$ cat src/rtl/core/crcd_pkg.sv
// Shared types, constants and the CRC-32 byte step for the record deframer.
package crcd_pkg;

  // Default width of the record byte counter.
  localparam int LenBitsDefault = 32;

  // Number of result requests held between the front and back parts.
  localparam int QueueDepth = 4;

  // Header layout: checksum, flags, key length, value length.
  localparam int HeaderBytes = 13;

  // Reflected CRC-32 polynomial.
  localparam logic [31:0] CrcPoly = 32'hEDB88320;

  // Flags byte mask that marks a tombstone record.
  localparam logic [7:0] TombstoneMask = 8'h01;

  // End-of-record status codes.
  typedef enum logic [1:0] {
    StOk        = 2'd0,
    StTruncated = 2'd1,
    StCrcBad    = 2'd2,
    StLenBad    = 2'd3
  } status_e;

  // One request from the front part: an optional payload byte and an
  // optional status, both caused by the same input byte.
  typedef struct packed {
    logic [7:0]  data;
    logic        has_payload;
    logic        in_value;
    logic        has_status;
    logic        tombstone;
    status_e     status;
    logic [31:0] key_length;
    logic [31:0] value_length;
  } result_req_t;

  // Advance a reflected CRC-32 register by one byte.
  function automatic logic [31:0] crc_byte(logic [31:0] crc, logic [7:0] b);
    logic [31:0] c;
    c = crc ^ {24'd0, b};
    for (int i = 0; i < 8; i++) begin
      c = c[0] ? ((c >> 1) ^ CrcPoly) : (c >> 1);
    end
    return c;
  endfunction

endpackage

$ cat src/rtl/core/crcd_front.sv
// Front part: accepts record bytes, tracks the header and CRC, classifies each byte.
module crcd_front import crcd_pkg::*; #(
  parameter int LenBits = LenBitsDefault
) (
  input  logic              clk_i,
  input  logic              rst_ni,
  input  logic              in_valid_i,
  output logic              in_ready_o,
  input  logic [7:0]        in_byte_i,
  input  logic              record_end_i,
  output logic              req_valid_o,
  output result_req_t       req_o,
  input  logic              req_ready_i
);

  localparam logic [LenBits-1:0] PosMax     = '1;
  localparam logic [LenBits-1:0] PosFlags   = LenBits'(4);
  localparam logic [LenBits-1:0] PosKeyEnd  = LenBits'(9);
  localparam logic [LenBits-1:0] PosHdrLast = LenBits'(HeaderBytes - 1);
  localparam logic [LenBits-1:0] PosHdrEnd  = LenBits'(HeaderBytes);

  logic [LenBits-1:0] pos_q, pos_d;
  logic [31:0]        stored_crc_q, stored_crc_d;
  logic [31:0]        crc_q, crc_d;
  logic               tomb_q, tomb_d;
  logic [31:0]        klen_q, klen_d;
  logic [31:0]        vlen_q, vlen_d;
  logic [32:0]        lsum_q, lsum_d;

  logic               accept;
  logic               saturated;
  logic [1:0]         lane;
  logic [31:0]        byte_shifted;
  logic [LenBits-1:0] offset;
  logic [32:0]        offset_x;
  logic               is_key;
  logic               is_val;
  logic [32:0]        expect_m;
  logic               len_ok;
  logic               trunc;
  logic               crc_bad;
  status_e            code;

  assign accept     = in_valid_i && req_ready_i;
  assign in_ready_o = req_ready_i;
  assign saturated  = (pos_q == PosMax);

  // Header assembly, CRC update and position count.
  always_comb begin
    pos_d        = pos_q;
    stored_crc_d = stored_crc_q;
    crc_d        = crc_q;
    tomb_d       = tomb_q;
    klen_d       = klen_q;
    vlen_d       = vlen_q;

    // Length bytes sit at positions 5..8 and 9..12, checksum at 0..3.
    lane         = (pos_q < PosFlags) ? pos_q[1:0] : (pos_q[1:0] - 2'd1);
    byte_shifted = {24'd0, in_byte_i} << {lane, 3'b000};

    if (pos_q < PosFlags) begin
      stored_crc_d = stored_crc_q | byte_shifted;
    end else begin
      crc_d = crc_byte(crc_q, in_byte_i);
      if (pos_q == PosFlags) begin
        tomb_d = (in_byte_i & TombstoneMask) != 8'd0;
      end else if (pos_q < PosKeyEnd) begin
        klen_d = klen_q | byte_shifted;
      end else if (pos_q < PosHdrEnd) begin
        vlen_d = vlen_q | byte_shifted;
      end
    end

    lsum_d = {1'b0, klen_d} + {1'b0, vlen_d};
    pos_d  = saturated ? pos_q : (pos_q + LenBits'(1));

    // Payload classification against the finished header.
    offset   = pos_q - PosHdrEnd;
    offset_x = 33'(offset);
    is_key   = (pos_q >= PosHdrEnd) && !saturated && (offset_x < {1'b0, klen_q});
    is_val   = (pos_q >= PosHdrEnd) && !saturated && !is_key && !tomb_q
               && (offset_x < lsum_q);

    // End-of-record checks, in priority order.
    expect_m = tomb_d ? {1'b0, klen_d} : lsum_d;
    len_ok   = (34'(pos_q) == (34'(expect_m) + 34'(HeaderBytes - 1)));
    trunc    = pos_q < PosHdrLast;
    crc_bad  = (~crc_d) != stored_crc_d;
    if (trunc) begin
      code = StTruncated;
    end else if (crc_bad) begin
      code = StCrcBad;
    end else if (saturated || !len_ok) begin
      code = StLenBad;
    end else begin
      code = StOk;
    end

    // Request toward the back part.
    req_o.data         = in_byte_i;
    req_o.has_payload  = is_key || is_val;
    req_o.in_value     = is_val;
    req_o.has_status   = record_end_i;
    req_o.tombstone    = tomb_d;
    req_o.status       = code;
    req_o.key_length   = klen_d;
    req_o.value_length = tomb_d ? 32'd0 : vlen_d;
    req_valid_o        = accept && (is_key || is_val || record_end_i);

    // The last byte of a record returns all state to reset.
    if (record_end_i) begin
      pos_d        = '0;
      stored_crc_d = '0;
      crc_d        = '1;
      tomb_d       = 1'b0;
      klen_d       = '0;
      vlen_d       = '0;
      lsum_d       = '0;
    end
  end

  // Record state registers.
  always_ff @(posedge clk_i or negedge rst_ni) begin
    if (!rst_ni) begin
      pos_q        <= '0;
      stored_crc_q <= '0;
      crc_q        <= '1;
      tomb_q       <= 1'b0;
      klen_q       <= '0;
      vlen_q       <= '0;
      lsum_q       <= '0;
    end else if (accept) begin
      pos_q        <= pos_d;
      stored_crc_q <= stored_crc_d;
      crc_q        <= crc_d;
      tomb_q       <= tomb_d;
      klen_q       <= klen_d;
      vlen_q       <= vlen_d;
      lsum_q       <= lsum_d;
    end
  end

endmodule

$ cat src/rtl/core/crcd_fifo.sv
// Short request queue between the front and back parts.
module crcd_fifo import crcd_pkg::*; #(
  parameter int Depth = QueueDepth
) (
  input  logic        clk_i,
  input  logic        rst_ni,
  input  logic        push_i,
  input  result_req_t data_i,
  output logic        ready_o,
  input  logic        pop_i,
  output logic        valid_o,
  output result_req_t data_o
);

  localparam int PtrW = (Depth > 1) ? $clog2(Depth) : 1;
  localparam int CntW = $clog2(Depth + 1);
  localparam logic [PtrW-1:0] PtrLast = PtrW'(Depth - 1);
  localparam logic [CntW-1:0] CntFull = CntW'(Depth);

  result_req_t         mem_q [Depth];
  logic [PtrW-1:0]     wr_ptr_q, wr_ptr_d;
  logic [PtrW-1:0]     rd_ptr_q, rd_ptr_d;
  logic [CntW-1:0]     count_q, count_d;

  assign ready_o = (count_q != CntFull);
  assign valid_o = (count_q != '0);
  assign data_o  = mem_q[rd_ptr_q];

  // Pointer and fill count update.
  always_comb begin
    wr_ptr_d = wr_ptr_q;
    rd_ptr_d = rd_ptr_q;
    count_d  = count_q;
    if (push_i) begin
      wr_ptr_d = (wr_ptr_q == PtrLast) ? '0 : (wr_ptr_q + PtrW'(1));
    end
    if (pop_i) begin
      rd_ptr_d = (rd_ptr_q == PtrLast) ? '0 : (rd_ptr_q + PtrW'(1));
    end
    if (push_i && !pop_i) begin
      count_d = count_q + CntW'(1);
    end else if (!push_i && pop_i) begin
      count_d = count_q - CntW'(1);
    end
  end

  always_ff @(posedge clk_i or negedge rst_ni) begin
    if (!rst_ni) begin
      wr_ptr_q <= '0;
      rd_ptr_q <= '0;
      count_q  <= '0;
    end else begin
      wr_ptr_q <= wr_ptr_d;
      rd_ptr_q <= rd_ptr_d;
      count_q  <= count_d;
    end
  end

  // Storage, written at the tail.
  always_ff @(posedge clk_i) begin
    if (push_i) begin
      mem_q[wr_ptr_q] <= data_i;
    end
  end

  // The fill count never passes the depth.
  assert property (@(posedge clk_i) disable iff (!rst_ni) count_q <= CntFull)
    else $error("request queue overfilled");

  // A lone push grows the count by exactly one.
  assert property (@(posedge clk_i) disable iff (!rst_ni)
    (push_i && !pop_i) |=> (count_q == $past(count_q) + CntW'(1)))
    else $error("request queue count lost a push");

endmodule

$ cat src/rtl/core/crcd_back.sv
// Back part: expands queued requests into payload and status results.
module crcd_back import crcd_pkg::*; (
  input  logic        clk_i,
  input  logic        rst_ni,
  input  logic        req_valid_i,
  input  result_req_t req_i,
  output logic        req_pop_o,
  output logic        out_valid_o,
  input  logic        out_ready_i,
  output logic [7:0]  out_byte_o,
  output logic        is_status_o,
  output logic        in_value_o,
  output logic        is_tombstone_o,
  output logic [1:0]  status_o,
  output logic [31:0] key_length_o,
  output logic [31:0] value_length_o,
  output logic        last_o
);

  typedef enum logic {
    PhFirst,
    PhStatus
  } phase_e;

  phase_e      phase_q, phase_d;
  logic        out_valid_q, out_valid_d;
  logic [7:0]  byte_q, byte_d;
  logic        is_status_q, is_status_d;
  logic        in_value_q, in_value_d;
  logic        tomb_q, tomb_d;
  status_e     status_q, status_d;
  logic [31:0] klen_q, klen_d;
  logic [31:0] vlen_q, vlen_d;
  logic        last_q, last_d;
  logic        load;
  logic        emit;

  // Output register loads when empty or when its result is taken.
  always_comb begin
    load        = !out_valid_q || out_ready_i;
    emit        = load && req_valid_i;
    phase_d     = phase_q;
    req_pop_o   = 1'b0;
    out_valid_d = out_valid_q && !out_ready_i;
    byte_d      = byte_q;
    is_status_d = is_status_q;
    in_value_d  = in_value_q;
    tomb_d      = tomb_q;
    status_d    = status_q;
    klen_d      = klen_q;
    vlen_d      = vlen_q;
    last_d      = last_q;
    if (emit) begin
      out_valid_d = 1'b1;
      if (req_i.has_payload && (phase_q == PhFirst)) begin
        // Payload byte first; a pending status follows next.
        byte_d      = req_i.data;
        is_status_d = 1'b0;
        in_value_d  = req_i.in_value;
        tomb_d      = 1'b0;
        status_d    = StOk;
        klen_d      = '0;
        vlen_d      = '0;
        last_d      = !req_i.has_status;
        if (req_i.has_status) begin
          phase_d = PhStatus;
        end else begin
          req_pop_o = 1'b1;
        end
      end else begin
        byte_d      = '0;
        is_status_d = 1'b1;
        in_value_d  = 1'b0;
        tomb_d      = req_i.tombstone;
        status_d    = req_i.status;
        klen_d      = req_i.key_length;
        vlen_d      = req_i.value_length;
        last_d      = 1'b1;
        req_pop_o   = 1'b1;
        phase_d     = PhFirst;
      end
    end
  end

  always_ff @(posedge clk_i or negedge rst_ni) begin
    if (!rst_ni) begin
      phase_q     <= PhFirst;
      out_valid_q <= 1'b0;
      byte_q      <= '0;
      is_status_q <= 1'b0;
      in_value_q  <= 1'b0;
      tomb_q      <= 1'b0;
      status_q    <= StOk;
      klen_q      <= '0;
      vlen_q      <= '0;
      last_q      <= 1'b0;
    end else begin
      phase_q     <= phase_d;
      out_valid_q <= out_valid_d;
      byte_q      <= byte_d;
      is_status_q <= is_status_d;
      in_value_q  <= in_value_d;
      tomb_q      <= tomb_d;
      status_q    <= status_d;
      klen_q      <= klen_d;
      vlen_q      <= vlen_d;
      last_q      <= last_d;
    end
  end

  assign out_valid_o    = out_valid_q;
  assign out_byte_o     = byte_q;
  assign is_status_o    = is_status_q;
  assign in_value_o     = in_value_q;
  assign is_tombstone_o = tomb_q;
  assign status_o       = status_q;
  assign key_length_o   = klen_q;
  assign value_length_o = vlen_q;
  assign last_o         = last_q;

  // While a status is pending, the head request still holds it.
  assert property (@(posedge clk_i) disable iff (!rst_ni)
    (phase_q == PhStatus) |-> (req_valid_i && req_i.has_status))
    else $error("pending status lost its request");

  // A status result always closes the results of its byte.
  assert property (@(posedge clk_i) disable iff (!rst_ni)
    (out_valid_q && is_status_q) |-> last_q)
    else $error("status result not marked last");

endmodule

$ cat src/rtl/core/crc_checked_record_deframer.sv
// Top level of the CRC-checked record deframer.
// Takes a log record one byte per cycle while the request queue has room and passes each key or
// value byte out as it arrives; the record's last byte also yields a status result (ok,
// truncated, checksum mismatch, length mismatch) with the header fields. The front part carries
// the CRC-32 byte step and the position counter; a last byte that also carries payload gives two
// results, and the back part's output register delivers one result per cycle while the consumer
// takes them, with a four-entry request queue between the two parts. The first result of a byte
// is written into the request queue and then loaded into the output register. Payload bytes
// leave before the status, so a consumer must discard them when the status is not ok. No reset
// pass is needed; the block is ready as soon as reset is released.
module crc_checked_record_deframer import crcd_pkg::*; #(
  parameter int LENGTH_BITS = LenBitsDefault
) (
  input  logic        clk_i,
  input  logic        rst_ni,
  input  logic        in_valid_i,
  output logic        in_ready_o,
  input  logic [7:0]  in_byte_i,
  input  logic        record_end_i,
  output logic        out_valid_o,
  input  logic        out_ready_i,
  output logic [7:0]  out_byte_o,
  output logic        is_status_o,
  output logic        in_value_o,
  output logic        is_tombstone_o,
  output logic [1:0]  status_o,
  output logic [31:0] key_length_o,
  output logic [31:0] value_length_o,
  output logic        last_o
);

  logic        push;
  result_req_t push_req;
  logic        q_ready;
  logic        q_valid;
  logic        pop;
  result_req_t head_req;

  // Front part: header, CRC and byte classification.
  crcd_front #(
    .LenBits(LENGTH_BITS)
  ) u_front (
    .clk_i       (clk_i),
    .rst_ni      (rst_ni),
    .in_valid_i  (in_valid_i),
    .in_ready_o  (in_ready_o),
    .in_byte_i   (in_byte_i),
    .record_end_i(record_end_i),
    .req_valid_o (push),
    .req_o       (push_req),
    .req_ready_i (q_ready)
  );

  // Request queue.
  crcd_fifo #(
    .Depth(QueueDepth)
  ) u_fifo (
    .clk_i  (clk_i),
    .rst_ni (rst_ni),
    .push_i (push),
    .data_i (push_req),
    .ready_o(q_ready),
    .pop_i  (pop),
    .valid_o(q_valid),
    .data_o (head_req)
  );

  // Back part: result sequencing and output register.
  crcd_back u_back (
    .clk_i         (clk_i),
    .rst_ni        (rst_ni),
    .req_valid_i   (q_valid),
    .req_i         (head_req),
    .req_pop_o     (pop),
    .out_valid_o   (out_valid_o),
    .out_ready_i   (out_ready_i),
    .out_byte_o    (out_byte_o),
    .is_status_o   (is_status_o),
    .in_value_o    (in_value_o),
    .is_tombstone_o(is_tombstone_o),
    .status_o      (status_o),
    .key_length_o  (key_length_o),
    .value_length_o(value_length_o),
    .last_o        (last_o)
  );

endmodule

$ cat config.mk
export PLATFORM = sky130hd
export DESIGN_NAME = crc_checked_record_deframer
export DESIGN_NICKNAME = d
export VERILOG_FILES = /design/src/rtl/core/crcd_pkg.sv /design/src/rtl/core/crcd_front.sv /design/src/rtl/core/crcd_fifo.sv /design/src/rtl/core/crcd_back.sv /design/src/rtl/core/crc_checked_record_deframer.sv
export SDC_FILE = /design/constraint.sdc
export NUM_CORES = 1
export LEC_CHECK = 0
export BUFFER_PORTS_ARGS = -buffer_cell sky130_fd_sc_hd__buf_2
export CAP_MARGIN = 5
export CORE_MARGIN = 2
export CORE_UTILIZATION = 40
export CTS_BUF_LIST = sky130_fd_sc_hd__clkbuf_4
export CTS_CLUSTER_DIAMETER = 200
export DETAILED_ROUTE_END_ITERATION = 8
export GPL_ROUTABILITY_DRIVEN = 0
export PLACE_DENSITY = 0.66
export SLEW_MARGIN = 20
export SYNTH_ARGS = -nofsm -noshare
export SYNTH_HDL_FRONTEND = slang
export SYNTH_HIERARCHICAL = 1
export SYNTH_SLANG_ARGS = --single-unit
$ cat constraint.sdc
create_clock -name clk_i -period 22.2 [get_ports clk_i]
set_clock_uncertainty 0.2 [all_clocks]
set_input_delay 3.33 -clock clk_i [delete_from_list [all_inputs] [get_ports clk_i]]
set_output_delay 3.33 -clock clk_i [all_outputs]
set_load 0.01 [all_outputs]
# After elaboration in Yosys (flattened, before gate mapping)
# Memories as Yosys holds them, arrays and structs flattened.
# Cells that the tools add are included.
# classes
n_addsub,9
order_cmp,7
n_eq_ne,9
n_shift,1
n_mux,53
bitwise_logic,14
reduce_logical,29
# op_table
op,n
$mux 32,26
$not 13->14,8
$lt 32x4->1 const B,3
$or 32x32->32,3
$mux 33,2
$add 33x4->34 const B,1
$eq 32x34->1,1
$add 32x32->33,1
$lt 32x33->1,1
$add 32x1->32 const B,1
$eq 32x3->1 const B,1
$eq 32x32->1 const B,1
$ge 32x4->1 const B,1
$lt 32x3->1 const B,1
$lt 32x32->1,1
$ne 32x32->1,1
$not 32->32,1
$shl 8x5->32,1
$sub 32x4->32 const B,1
$xor 32x8->32,1
$mux 1,15
$mux 2,7
$logic_and 1x1->1,12
$logic_not 1->1,9
15 further kinds,22
# word_totals
reg_bits,281
ram_bits,312
in_bits,13
output_inout_bits,80
word_cells,143
memories,1
# memory_table
name,words,word_bits,rd,rd_ports_with_merged_regs,wr,line,rtl
u_fifo.mem_q,4,78,1,0,1,crcd_fifo.sv:20,result_req_t mem_q [Depth];

# Logic depth before layout (Yosys ltp)
# depth
depth_word,22
ltp_mapped,29
ltp_nobuf,27

# Cells and area by module
# The synthesis kept the hierarchy.
# by_module_without_submodules
module,n_inst,cells_each,area_each_um2,seq_area_each_um2
crcd_front,1,2148,16946.3,4894.7
crcd_fifo,1,446,11757.5,9544.2
crcd_back,1,355,3437.0,2001.9

# Least setup slack after synthesis
# Ideal clock, no wire load.
# synth_timing
path_kind,input to register
start,in in_byte_i[5]
end,"mem u_fifo/mem_q[0][64] (netlist name), data pin"
setup_time_ns,0.274
t_arrival_ns,8.335
required_ns,21.726
slack_ns,13.392
stages,21
path_buffers,3
path_cell_list,clkbuf_1 > buf_1 > a21oi_1 > inv_1 > ha_1 > clkbuf_1 > and2_0 > nand2_1 > or3_1 > or2_2 > o32ai_1 > o21ai_1 > and3_1 > or4_1 > a211oi_2 > and3_1 > nand4_1 > xnor2_1 > or4_1 > o31ai_1 > nand2_1
# synth_lines
item,line,rtl
"start, declared",crc_checked_record_deframer.sv:18,"input logic [7:0] in_byte_i,"
"end, declared",crcd_fifo.sv:20,

==> impl_metrics.py <==
metrics = {
    "cts": {
        "clock-sinks": 593,
        "post_cts_buffers": 0,
        "cts_resized": 0,
        "clockBufferDepth": 3,
        "cts_max_level": 4,
        "clk_pin_slew_worst_paths_ns": 0.07,
        "root_buffer": "clkbuf_4",
        "cts_tree": "built",
        "cts_made_buffers": 154,
        "worstSkewPairLatency_ns": 1.01,
        "cts_hold_buf": 0,
    },
    "drt": {
        "drt_iter0_drc": 2969,
        "wire_per_inst_microns": 22.0,
        "drc": 0,
        "finalWirelength_microns": 92800,
        "dr.pass1.iters": 6,
        "vias": 24292,
        "ant_nets": 0,
        "routed_via_density": 5.75,
    },
    "synthesis": {
        "async_reset_ff_share_pct": 47.4,
        "yosysWarningCount": 6,
        "ys_seq_elements": 593,
        "synthSimpleGateAreaFrac_pct": 12.9,
        "synth_edf_count": 312,
        "muxShareOfSynthArea_pct": 6.02,
        "synth_top_family_by_area": "compound AO/OA/AOI/OAI gates",
        "syn_nets": 3067,
        "synth.distinct_cells": 100,
        "seq_area_frac_synth_pct": 51.2,
        "synth_fa_ha_area_share_pct": 4.13,
        "netlist_area_sq_mm": 0.0321,
        "synth_compound_area_share_pct": 13.4,
        "ys.flop_type": "edfxtp_1",
        "syn_area_per_cell_sq_um": 10.9,
        "syn_inst": 2949,
        "synth_xor_area_share_pct": 6.54,
    },
    "worst_setup_path": {
        "timing.rr.end": "u_fifo/mem_q[0][64]",
        "critPathTopFamily": "simple AND/OR/NAND/NOR gates",
        "critPathLaunch": "u_front/pos_q[16]",
        "cp_slowest_cell": "mux2i_1",
        "worstPathArrival_ns": 9.81,
        "critPathCapture": "u_fifo/mem_q[0][64]",
        "crit_chain": "nor3_1 > nand3_1 > nor4_4 > buf_4 > mux2i_1 > and2_0 > a21oi_1 > inv_1 > ha_1 > and2_1 > nand3_1 > or3_1 > or2_2 > o32ai_1 > o21ai_1 > and3_1 > or4_1 > a211oi_2 > and3_1 > nand4_1 > xnor2_1 > or4_1 > o31ai_1 > nand2_1",
        "cp_max_fo": 34,
        "path_class": "reg2reg",
        "path_depth": 24,
        "ff2ff_setup_slack_ns": 12.89,
        "worstReg2RegStart": "u_front/pos_q[16]",
        "cp-end-kind": "flip-flop",
        "cp.buffers_inverters": 2,
        "required_ns": 22.69,
        "slowest_delay_ns": 0.80,
        "start_kind": "flip-flop",
        "reg2reg_depth": 24,
    },
    "min_path": {
        "hold_path_class": "reg2reg",
    },
    "sta": {
        "period_needed_ns": 9.31,
        "timing.final.crit_share_pct": 42.0,
        "setup_tns_ns": 0,
        "hold_viol_final": 0,
        "fmax_ghz": 0.107,
        "rsz0062_at_grt": "false",
        "max_slew_margin_pct": 26.2,
        "slew_violations": 0,
        "final-setup-viol-count": 0,
        "holdWs_ns": 0.277,
        "worstMarginPinSlew_ns": 1.10,
        "fin_ws_ns": 12.89,
    },
    "floorplan": {
        "die_x_microns": 287,
        "rows": 103,
        "die_h_microns": 287,
        "initial_core_util_pct": 40.6,
        "die-area_sq_mm": 0.0826,
        "core_area_sq_mm": 0.0793,
        "io_pins": 93,
    },
    "power": {
        "vdd_drop_max_uv": 75.5,
        "power.density_mw_per_mm2": 110,
        "leakage_uw": 0.0143,
    },
    "cells_and_area": {
        "fin_area_sq_mm": 0.0353,
        "areaGrowthSynthToFinish_pct": 9.68,
        "nets": 3162,
        "drive_gt1_share_pct": 17.3,
    },
    "grt": {
        "track_usage_pct": 22.3,
        "grt_max_degree": 99,
        "gr-total-overflow": 0,
        "antenna_found_initial": 2,
        "grt_pass1_vias": 23398,
        "grt_pass1_wl_microns": 140000,
    },
    "flow_run": {
        "maxCapViolCount": 0,
    },
    "placed_design": {
        "place_area_sq_mm": 0.0332,
        "dp_slack_ns": 12.73,
        "dpl.hpwl_microns": 63800,
        "port_buffers": 92,
    },
    "status": {
        "status": "completed",
    },
}
==> synth_stat cells (85+ instances only) <==
master	instances	share of area [%]
o21ai_1	85	1.3
ha_1	103	4.0
o21ai_0	112	1.7
a21oi_1	236	3.7
nand4_1	112	2.2
clkbuf_1	113	1.3
nand2_1	115	1.3
xor2_1	98	2.7
inv_1	225	2.6
edfxtp_1	312	29
dfrtp_1	249	19
nor2_1	286	3.3
xnor2_1	142	3.9
==> per-layer routing <==
| layer | wire length [microns] | vias to the layer above | global-route usage, % |
|---|---|---|---|
| li1 | - | 11027 | - |
| met1 | 39300 | 11909 | 30.5 |
| met2 | 41300 | 1167 | 33.8 |
| met3 | 8480 | 187 | 5.31 |
| met4 | 3780 | 2 | 9.93 |
| met5 | 13 | - | 0 |
==> logic make-up (layout without fill, tap and decap cells) <==
logic type | count (synthesis) | after routing
xor+xnor | 240 | 240
fa+ha+maj | 105 | 105
flops | 593 | 593
other cells | 0 | 3
mux | 95 | 95
buf+inv | 413 | 634
simple gates | 803 | 803
compound gates | 700 | 700
==> report_power, final <==
group | total (uW) | internal [uW] | switching, uW
logic | 1420 | 571 | 851
clock network | 967 | 501 | 466
registers | 1490 | 1360 | 134
==> layout make-up <==
cell class,count,area (sq um)
fillers,7486,44000
flip-flops and latches,593,16400
multi-input cells,1943,13900
clock buffers,229,1720
well taps,1050,1310
inverters,226,848
repair buffers,126,726
clock inverters,53,312
diodes,3,7.51
==> through the flow <==
| stage | utilization, % | cells | power (uW) |
|---|---|---|---|
| 6_report | 44.5 | 4223 | 3880 |
| 3_3_place_gp | 41.9 | 3938 | 2910 |
| 3_5_place_dp | 41.9 | 3938 | 2930 |
| 2_1_floorplan | - | 2949 | 2570 |
| 5_1_grt | 44.5 | 4221 | 4110 |
| 4_1_cts | 44.5 | 4220 | 3910 |
==> flip-flops by register name, summed over array words and instances, names as in the netlist, 3 cells and up <==
register               cells
u_front/vlen_q            32
u_front/klen_q            32
u_back/out_byte_o          8
u_front/stored_crc_q      32
u_back/key_length_o       32
u_fifo/mem_q             312
u_front/lsum_q            33
u_fifo/count_q             3
u_front/crc_q             32
u_front/pos_q             32
u_back/value_length_o     32
==> how the worst min path moves through the flow <==
stage                      start                end  cells after the start
2_1_floorplan  u_front/lsum_q[0]  u_front/lsum_q[0]                      2
3_3_place_gp   u_front/lsum_q[0]  u_front/lsum_q[0]                      2
3_5_place_dp   u_front/lsum_q[0]  u_front/lsum_q[0]                      2
4_1_cts        u_front/lsum_q[0]  u_front/lsum_q[0]                      2
5_1_grt        u_front/lsum_q[0]  u_front/lsum_q[0]                      2
6_report       u_front/lsum_q[0]  u_front/lsum_q[0]                      2
==> layout by cell type (no fill, tap or decap), types with 112 or more instances in the layout <==
cell / count
nor2_1: 285
inv_1: 224
o21ai_0: 112
clkbuf_4: 229
a21oi_1: 236
edfxtp_1: 312
xnor2_1: 142
nand2_1: 115
nand4_1: 112
dfrtp_1: 247
==> worst reg2reg max path: stages, from the launching register on <==
cell,delay [ns]
dfrtp_1,0.61
nor3_1,0.50
nand3_1,0.57
nor4_4,0.41
buf_4,0.42
mux2i_1,0.80
and2_0,0.51
a21oi_1,0.20
inv_1,0.10
ha_1,0.33
and2_1,0.25
nand3_1,0.13
or3_1,0.37
or2_2,0.33
o32ai_1,0.36
o21ai_1,0.26
and3_1,0.25
or4_1,0.51
a211oi_2,0.39
and3_1,0.25
nand4_1,0.12
xnor2_1,0.16
or4_1,0.56
o31ai_1,0.26
nand2_1,0.14
(Power assumes the default switching activity.)
